File: src/hdl/rbq_pkg.sv
// Shared types and constants for the ring buffer queue with threshold.
// No dependencies; used by the controller, datapath, top level and checker.
package rbq_pkg;

  // Storage geometry
  localparam int DEPTH     = 16;
  localparam int MSG_WIDTH = 32;
  localparam int IDX_W     = (DEPTH > 1) ? $clog2(DEPTH) : 1;

  // Field widths fixed by the interface
  localparam int CNT_W     = 5;
  localparam int CFG_W     = 5;
  localparam int MSG_OUT_W = 32;
  localparam int CFG_IDX_W = 1;

  // Configuration register indexes
  localparam logic [CFG_IDX_W-1:0] REG_CAPACITY  = 1'b0;
  localparam logic [CFG_IDX_W-1:0] REG_THRESHOLD = 1'b1;

  // Configuration reset values
  localparam logic [CFG_W-1:0] CAP_RESET = 5'd16;
  localparam logic [CFG_W-1:0] THR_RESET = 5'd0;

  // Action codes
  localparam logic ACT_PUT = 1'b0;
  localparam logic ACT_GET = 1'b1;

  // Controller states
  typedef enum logic [0:0] {
    ST_IDLE,
    ST_EXEC
  } rbq_state_t;

  // Commands from controller to datapath
  typedef struct packed {
    logic load;   // latch the accepted item
    logic exec;   // perform the operation and load the result registers
  } rbq_cmd_t;

endpackage

File: src/hdl/rbq_ctrl.sv
// Controller for the ring buffer queue: item sequencing and result handshake.
// Depends on rbq_pkg; drives commands into rbq_dp.
module rbq_ctrl (
  input  logic            clk,
  input  logic            rst_n,
  input  logic            in_valid,
  output logic            in_stall,
  output logic            out_valid,
  input  logic            out_stall,
  output rbq_pkg::rbq_cmd_t cmd
);

  rbq_pkg::rbq_state_t state_r, state_nxt;
  logic                out_valid_r, out_valid_nxt;

  // State and result-valid registers
  always_ff @(posedge clk) begin
    if (!rst_n) begin
      state_r     <= rbq_pkg::ST_IDLE;
      out_valid_r <= 1'b0;
    end else begin
      state_r     <= state_nxt;
      out_valid_r <= out_valid_nxt;
    end
  end

  // Next state and commands
  always_comb begin
    state_nxt     = state_r;
    cmd.load      = 1'b0;
    cmd.exec      = 1'b0;
    in_stall      = 1'b1;
    out_valid_nxt = out_valid_r;
    // drop the result once it is taken
    if (out_valid_r && !out_stall) begin
      out_valid_nxt = 1'b0;
    end
    unique case (state_r)
      rbq_pkg::ST_IDLE: begin
        in_stall = 1'b0;
        if (in_valid) begin
          cmd.load  = 1'b1;
          state_nxt = rbq_pkg::ST_EXEC;
        end
      end
      rbq_pkg::ST_EXEC: begin
        // hold until the result register is free or being emptied
        if (!out_valid_r || !out_stall) begin
          cmd.exec      = 1'b1;
          out_valid_nxt = 1'b1;
          state_nxt     = rbq_pkg::ST_IDLE;
        end
      end
    endcase
  end

  assign out_valid = out_valid_r;

endmodule

File: src/hdl/rbq_dp.sv
// Datapath for the ring buffer queue: configuration, pointers, count, slot memory
// and result registers. Depends on rbq_pkg; commanded by rbq_ctrl.
module rbq_dp (
  input  logic                            clk,
  input  logic                            rst_n,
  input  rbq_pkg::rbq_cmd_t               cmd,
  input  logic                            in_action,
  input  logic [31:0]                     in_msg_in,
  input  logic                            cfg_we,
  input  logic [rbq_pkg::CFG_IDX_W-1:0]   cfg_index,
  input  logic [rbq_pkg::CFG_W-1:0]       cfg_data,
  output logic                            out_ok,
  output logic [rbq_pkg::MSG_OUT_W-1:0]   out_msg_out,
  output logic [rbq_pkg::CNT_W-1:0]       out_fill_count
);

  // Advance an index by one slot, wrapping at the capacity in use
  function automatic logic [rbq_pkg::IDX_W-1:0] next_idx(
    input logic [rbq_pkg::IDX_W-1:0] idx,
    input logic [rbq_pkg::CNT_W-1:0] cap
  );
    logic [rbq_pkg::CNT_W-1:0] inc;
    inc = rbq_pkg::CNT_W'(idx) + rbq_pkg::CNT_W'(1);
    next_idx = (inc >= cap) ? '0 : rbq_pkg::IDX_W'(inc);
  endfunction

  logic [rbq_pkg::CFG_W-1:0]     cap_r, thr_r;
  logic [rbq_pkg::IDX_W-1:0]     wr_idx_r, rd_idx_r, wr_idx_nxt, rd_idx_nxt;
  logic [rbq_pkg::CNT_W-1:0]     stored_r, stored_nxt;
  logic                          act_r;
  logic [31:0]                   msg_r;
  logic [rbq_pkg::MSG_WIDTH-1:0] mem [rbq_pkg::DEPTH];
  logic [rbq_pkg::MSG_OUT_W-1:0] rd_data_r;
  logic                          ok_r;
  logic [rbq_pkg::CNT_W-1:0]     fill_r;
  logic [rbq_pkg::CNT_W-1:0]     cap_use;
  logic                          put_ok, get_ok;

  // Capacity in use saturates at the memory depth
  assign cap_use = (rbq_pkg::CNT_W'(cap_r) > rbq_pkg::CNT_W'(rbq_pkg::DEPTH)) ?
                   rbq_pkg::CNT_W'(rbq_pkg::DEPTH) : rbq_pkg::CNT_W'(cap_r);

  // Decide success of the latched item
  assign put_ok = (cap_use != '0) && (act_r == rbq_pkg::ACT_PUT) && (stored_r < cap_use);
  assign get_ok = (cap_use != '0) && (act_r == rbq_pkg::ACT_GET) &&
                  (stored_r > rbq_pkg::CNT_W'(thr_r));

  // Next pointers and count
  always_comb begin
    wr_idx_nxt = wr_idx_r;
    rd_idx_nxt = rd_idx_r;
    stored_nxt = stored_r;
    if (put_ok) begin
      wr_idx_nxt = next_idx(wr_idx_r, cap_use);
      stored_nxt = stored_r + rbq_pkg::CNT_W'(1);
    end else if (get_ok) begin
      rd_idx_nxt = next_idx(rd_idx_r, cap_use);
      stored_nxt = stored_r - rbq_pkg::CNT_W'(1);
    end
  end

  // Configuration and queue control state; a register write empties the queue
  always_ff @(posedge clk) begin
    if (!rst_n) begin
      cap_r    <= rbq_pkg::CAP_RESET;
      thr_r    <= rbq_pkg::THR_RESET;
      wr_idx_r <= '0;
      rd_idx_r <= '0;
      stored_r <= '0;
    end else if (cfg_we) begin
      unique case (cfg_index)
        rbq_pkg::REG_CAPACITY:  cap_r <= cfg_data;
        rbq_pkg::REG_THRESHOLD: thr_r <= cfg_data;
      endcase
      wr_idx_r <= '0;
      rd_idx_r <= '0;
      stored_r <= '0;
    end else if (cmd.exec) begin
      wr_idx_r <= wr_idx_nxt;
      rd_idx_r <= rd_idx_nxt;
      stored_r <= stored_nxt;
    end
  end

  // Latch the accepted item
  always_ff @(posedge clk) begin
    if (cmd.load) begin
      act_r <= in_action;
      msg_r <= in_msg_in;
    end
  end

  // Slot memory with registered read; read data doubles as the message result
  always_ff @(posedge clk) begin
    if (cmd.exec) begin
      if (put_ok) begin
        mem[wr_idx_r] <= rbq_pkg::MSG_WIDTH'(msg_r);
      end
      rd_data_r <= get_ok ? rbq_pkg::MSG_OUT_W'(mem[rd_idx_r]) : '0;
    end
  end

  // Result registers
  always_ff @(posedge clk) begin
    if (cmd.exec) begin
      ok_r   <= put_ok | get_ok;
      fill_r <= stored_nxt;
    end
  end

  assign out_ok         = ok_r;
  assign out_msg_out    = rd_data_r;
  assign out_fill_count = fill_r;

endmodule

File: src/hdl/ring_buffer_queue_with_threshold.sv
// Circular FIFO of 32-bit messages with a configurable capacity (register 0, reset
// 16, saturates at 16 slots, zero refuses every access) and hold threshold
// (register 1, reset 0; a get succeeds only while more than that many messages are
// stored). Each item is a put (action 0) or a get (action 1) and yields one result:
// ok, the oldest message on a successful get (zero otherwise) and the count after
// the operation. An item is latched in the idle state, then in the execute state
// updates the pointers, the count and the slot memory, whose registered read port
// holds the result message. The update waits while an earlier result is stalled
// at the output. Writing either register empties the queue; cfg_ready is always
// high and writes are expected only while the block is idle. Depends on rbq_pkg.
module ring_buffer_queue_with_threshold (
  input  logic                          clk,
  input  logic                          rst_n,
  input  logic                          in_valid,
  output logic                          in_stall,
  input  logic                          in_action,
  input  logic [31:0]                   in_msg_in,
  output logic                          out_valid,
  input  logic                          out_stall,
  output logic                          out_ok,
  output logic [rbq_pkg::MSG_OUT_W-1:0] out_msg_out,
  output logic [rbq_pkg::CNT_W-1:0]     out_fill_count,
  input  logic                          cfg_valid,
  output logic                          cfg_ready,
  input  logic [rbq_pkg::CFG_IDX_W-1:0] cfg_index,
  input  logic [rbq_pkg::CFG_W-1:0]     cfg_data
);

  rbq_pkg::rbq_cmd_t cmd;

  // Configuration writes are always taken
  assign cfg_ready = 1'b1;

  rbq_ctrl u_ctrl (
    .clk       (clk),
    .rst_n     (rst_n),
    .in_valid  (in_valid),
    .in_stall  (in_stall),
    .out_valid (out_valid),
    .out_stall (out_stall),
    .cmd       (cmd)
  );

  rbq_dp u_dp (
    .clk            (clk),
    .rst_n          (rst_n),
    .cmd            (cmd),
    .in_action      (in_action),
    .in_msg_in      (in_msg_in),
    .cfg_we         (cfg_valid & cfg_ready),
    .cfg_index      (cfg_index),
    .cfg_data       (cfg_data),
    .out_ok         (out_ok),
    .out_msg_out    (out_msg_out),
    .out_fill_count (out_fill_count)
  );

endmodule

File: config.mk
export PLATFORM = sky130hd
export DESIGN_NAME = ring_buffer_queue_with_threshold
export DESIGN_NICKNAME = d
export VERILOG_FILES = /design/src/hdl/rbq_pkg.sv /design/src/hdl/rbq_ctrl.sv /design/src/hdl/rbq_dp.sv /design/src/hdl/ring_buffer_queue_with_threshold.sv
export SDC_FILE = /design/constraint.sdc
export NUM_CORES = 1
export LEC_CHECK = 0
export ABC_AREA = 1
export BUFFER_PORTS_ARGS = -buffer_cell sky130_fd_sc_hd__buf_2
export CORE_MARGIN = 2
export CORE_UTILIZATION = 62
export DETAILED_ROUTE_END_ITERATION = 8
export PLACE_DENSITY = 0.8
export SYNTH_ARGS = -nofsm -noshare
export SYNTH_HDL_FRONTEND = slang
export SYNTH_HIERARCHICAL = 1
export SYNTH_SLANG_ARGS = --single-unit
export TNS_END_PERCENT = 50
File: constraint.sdc
create_clock -name clk -period 7.2 [get_ports clk]
set_clock_uncertainty 0.2 [all_clocks]
set_input_delay 1.8 -clock clk [delete_from_list [all_inputs] [get_ports clk]]
set_output_delay 1.8 -clock clk [all_outputs]
set_load 0.03 [all_outputs]
; ---- After elaboration in Yosys (flattened, before gate mapping)
; Memories as Yosys holds them, arrays and structs flattened. A register that Yosys moved wholly into a read port is not among the register bits.
; Cells that the tools add are included.
[totals]
wordCells = 60
n_memories = 1
ram_bits = 512
rom_bits = 0
regBits = 64
latch_bits = 0
input_bits = 44
[op_classes]
div_mod_pow = 0
eq_ne = 0
bitwise = 6
order_cmp = 5
shifts = 0
addsub = 4
n_mul = 0
reduce_logical = 15
n_mux = 18
[memory_table]
columns = memory, depth, word_bits, read_ports, rd_clocked_by_memory_dff, write_ports, line
row1 = u_dp.mem, 16, 32, 1, 1, 1, rbq_dp.sv:32  ; logic [rbq_pkg::MSG_WIDTH-1:0] mem [rbq_pkg::DEPTH];
[op_table]
columns = cell, count
row1 = 5-bit two-way mux, 3
row2 = 1-bit two-way mux, 12
row3 = 4-bit by 1-bit adder with 5-bit output (second input constant), 2
row4 = 5-bit >= comparator, 2
row5 = 4-bit two-way mux, 2
row6 = 2-bit AND reduction, 3
row7 = 5-bit by 1-bit adder with 5-bit output (second input constant), 1
row8 = 5-bit > comparator, 1
row9 = 5-bit > comparator (second input constant), 1
row10 = 1-bit logical AND, 5
row11 = 5-bit < comparator, 1
row12 = 1-bit NOT, 5
row13 = 5-bit nonzero test, 1
row14 = 5-bit by 1-bit subtractor with 5-bit output (second input constant), 1
row15 = 1-bit zero test, 3
row16 = 3-bit AND reduction, 1
row17 = 1-bit one-hot mux with 2 select lines, 1
row18 = 2-bit OR reduction, 1
row19 = 1-bit logical OR, 1
row20 = 1-bit bitwise OR, 1

; ---- Longest topological paths before layout
[depth]
ltp_word = 8
ltp_mapped = 14
mapped_depth_nobuf = 14

; ---- Modules after synthesis
; The synthesis kept the hierarchy.
[modules_own_cells]
columns = mod, area_each_um2, instances, seq_area_each_um2, cells_each
row1 = rbq_dp, 24041.8, 1, 17967.2, 1857
row2 = rbq_ctrl, 80.1, 1, 40.0, 10
row3 = ring_buffer_queue_with_threshold, 11.3, 1, 0.0, 2

; ---- Worst setup path before layout
; Ideal clock, no wire load.
[synth_timing]
path_kind = input-to-reg
startpoint = input port out_stall
endpoint = memory u_dp/mem[15][0] (netlist bit), enable pin
setup_time_ns = 0.461
stages = 4
path_slack_ns = 0.829
arrival_time_ns = 5.710
n_path_buf = 1
required_time_ns = 6.539
path_cell_list = a21oi_2 -> buf_2 -> nand3_4 -> nor3_1
[synth_between]
elab_chain_cells = 6
[synth_rtl]
columns = element, line
row1 = "start, declared", ring_buffer_queue_with_threshold.sv:19  ; input logic out_stall,
row2 = 1-bit zero test, rbq_ctrl.sv:48  ; if (!out_valid_r || !out_stall) begin
row3 = 1-bit logical OR, rbq_ctrl.sv:48
row4 = 1-bit two-way mux, rbq_ctrl.sv:48
row5 = 1-bit two-way mux, rbq_ctrl.sv:38  ; unique case (state_r)
row6 = 1-bit two-way mux, rbq_dp.sv:95  ; if (cmd.exec) begin
row7 = 1-bit two-way mux (implied by the code), rbq_dp.sv:97  ; mem[wr_idx_r] <= rbq_pkg::MSG_WIDTH'(msg_r);
row8 = "end, declared", rbq_dp.sv:32
; No other way between the ends.

==> metrics.txt <==
clock-pin slew of the registers on the worst-case setup and hold paths=0.06 ns; largest cells by area after synthesis=sky130_fd_sc_hd__edfxtp_1 73%, sky130_fd_sc_hd__o21ai_0 5.4%, sky130_fd_sc_hd__nor2_1 5.2%, sky130_fd_sc_hd__nand2_1 3.1%, sky130_fd_sc_hd__o22ai_1 2.5%; setup repair bufs after CTS=0; vias in the first global route=15200; Gates resized, CTS repair=0; crit path setup slack, layout=3.02 ns; maximum fanout along the worst path=46; overall track demand over capacity in global routing=26.7%; count of state elements after synthesis=608; share of flip-flops with an asynchronous set or reset after synthesis=0%; initial cell density of the core=62.6%; final wirelength=53800 µm; met2 Usage GRT=44.2%; area fraction of the dominant cell type after synthesis=72.5%; Top Ports=85; most used flip-flop cell after synthesis=sky130_fd_sc_hd__edfxtp_1; clock tree from TritonCTS=built; Synthesized Nets=1934; overall die height=201 µm; via count=15200; number of design rule violations left after detail routing=0; worst IR drop on VDD=199 µV; area growth from synthesis to final layout=10.8%; number of clock buffers inserted by TritonCTS=59; leak pwr=8.97 nW; total power density per cell area=271 nW/µm²; number of flops mapped to enable cells by yosys=583; post-synthesis cell count=1869; number of hold violations in the final report=0; worst min path class=reg -> reg; number of buffers inserted for hold repair after clock tree synthesis=0; required time worst endpoint=7.22 ns; Place WS=2.41 ns; post-synthesis cell area=24100 µm²; number of maximum-capacitance constraint violations=0; post-DP HPWL=28500 µm; Cell Count, Final, Fillers Out=2481; maximum number of pins on one net before global-route repair=105; Avg Cell Area, Syn=12.9 µm²; number of rows in the core area=72; worst slew slack as a fraction of its limit=16.1%; placed insts=2372; first drt pass iteration count=6; unique cell type count in the Yosys netlist=40; routability congestion estimate=0.809; met1 GRT Util=36.0%; final-layout setup total negative slack=0 ns; dominant cell type by area after synthesis=sky130_fd_sc_hd__edfxtp_1; average vias per placed instance=6.14; Iter 0 DRT Violations=1926; maximum clock rate=239 MHz; root buffer cell=sky130_fd_sc_hd__clkbuf_16; minimum clock period after layout=4.18 ns; Routed wire per std cell=21.7 µm; share of layout cells above drive strength 1=11.3%; area enclosed by the die boundary=40500 µm²; number of endpoints failing setup at the final stage=0; register area share after synthesis=74.6%; transition at the pin with the smallest max-transition slack=1.26 ns; post-layout net count=1980; # diodes=0; Tot Pwr=7.24 mW; setup repair after global routing missed its margin=no; Final Max Slew Viols=0; most frequent cells in the layout=583 x sky130_fd_sc_hd__edfxtp_1, 318 x sky130_fd_sc_hd__nor2_1, 258 x sky130_fd_sc_hd__o21ai_0, 197 x sky130_fd_sc_hd__nand2_1, 96 x sky130_fd_sc_hd__o22ai_1; data arrival time of the critical path=4.20 ns; first-pass GRT wire length=83500 µm; number of levels in the clock H-tree=2; Max clock buf depth=3; number of antenna violations at the first check in global routing=0; number of port buffers=83; core area=38600 µm²; most common library cell in the layout ignoring fill and taps=sky130_fd_sc_hd__edfxtp_1; crit path launch type=primary input; met3 routing resource usage after global routing=4.31%; Chip Width=201 µm; Clock Sink Count=608; utilization after layout=69.4%; clock network latency to the later pin of the worst-skew pair=0.63 ns; Antenna Nets Post-Route=0; nature of the critical path endpoint=register; Crit Path Category=in -> reg; global route overflow=0; Yosys Warn Count=6; final worst-path cycle share=58.0%; outcome=completed; busiest layer in global routing=met2
synth_stat cells, types with 2 or more instances:
cell type                    n
sky130_fd_sc_hd__clkinv_1    2
sky130_fd_sc_hd__inv_2       3
sky130_fd_sc_hd__ha_1       21
sky130_fd_sc_hd__nand4_1     3
sky130_fd_sc_hd__buf_2      26
sky130_fd_sc_hd__buf_6       9
sky130_fd_sc_hd__dfxtp_1    25
sky130_fd_sc_hd__buf_4      13
sky130_fd_sc_hd__clkbuf_1   59
sky130_fd_sc_hd__xnor2_1     2
sky130_fd_sc_hd__nand2_2     5
sky130_fd_sc_hd__buf_1       4
sky130_fd_sc_hd__nand3b_1    2
sky130_fd_sc_hd__nand2_1   197
sky130_fd_sc_hd__xor2_1      6
sky130_fd_sc_hd__nand3_2     3
sky130_fd_sc_hd__nand2_4     4
sky130_fd_sc_hd__a21oi_1    18
sky130_fd_sc_hd__o211ai_1   33
sky130_fd_sc_hd__o21ai_0   258
sky130_fd_sc_hd__nor2_1    334
sky130_fd_sc_hd__nand3_1    29
sky130_fd_sc_hd__inv_1      45
sky130_fd_sc_hd__o22ai_1    96
sky130_fd_sc_hd__a31oi_1    32
sky130_fd_sc_hd__edfxtp_1  583
sky130_fd_sc_hd__o21ai_1    44
report_power, final:
part           internal, mW  switching [mW]  total (mW)  leakage [nW]
registers              3.93          0.0674        4.00          5.50
logic                0.0716           0.182       0.253          2.57
clock network          1.69            1.30        2.99         0.896
total                  5.69            1.55        7.24          8.97
final timing paths:
kind               startpoint                    to  slack [ns]  cells past startpoint
max                 out_stall        u_dp/mem[3][0]        3.02                      7
min             u_dp/thr_r[4]         u_dp/thr_r[4]        0.28                      2
max reg2reg  u_dp/rd_idx_r[0]  u_dp/out_msg_out[20]        3.18                      8
min reg2reg     u_dp/thr_r[4]         u_dp/thr_r[4]        0.28                      2
sequential cells by signal (all words and copies together), names as in the netlist:
signal and flops:
u_dp/act_r 1, u_dp/out_fill_count 5, u_dp/out_msg_out 32, u_dp/msg_r 32, u_dp/cap_r 5, u_dp/thr_r 5
u_dp/stored_r 5, u_dp/out_ok 1, u_ctrl/state_r 1, u_dp/wr_idx_r 4, u_ctrl/out_valid 1, u_dp/rd_idx_r 4
u_dp/mem 512
logic make-up after synthesis:
kind of cell    after synthesis  synth area share [%]
flops                       608                  74.6
buf+inv                     164                  3.20
compound gates              486                  11.2
xor+xnor                      8                 0.290
fa+ha+maj                    21                  1.09
simple gates                581                  9.61
other cells                   1                0.0155
worst max-delay path, cell delays in order:
cell	delay, ns
sky130_fd_sc_hd__buf_2	0.12
sky130_fd_sc_hd__a21oi_4	0.10
sky130_fd_sc_hd__buf_4	0.60
sky130_fd_sc_hd__nand3_4	0.28
sky130_fd_sc_hd__inv_6	0.17
sky130_fd_sc_hd__nand2_2	0.12
sky130_fd_sc_hd__nor2_4	0.94
layout make-up:
cell class / count / area [µm²]
flip-flops and latches: 608 / 18000
fillers: 2589 / 11800
multi-input cells: 1097 / 5490
clock buffers: 70 / 1520
well taps: 518 / 648
repair buffers: 97 / 520
clock inverters: 39 / 352
inverters: 52 / 205
through the flow:
step                      hold slack, ns  instance area [µm²]
after floorplan                    0.235                24100
after global placement             0.250                24900
after detailed placement           0.259                24900
after CTS                          0.271                26700
after global routing               0.281                26700
final                              0.278                26700
layer usage:
layer / vias to the layer above / part of all wire [%]
met5: - / 0
met2: 760 / 50
li1: 6911 / -
met1: 7423 / 39
met3: 127 / 7.7
met4: 0 / 3.1
Power figures use the tool's default switching activity.
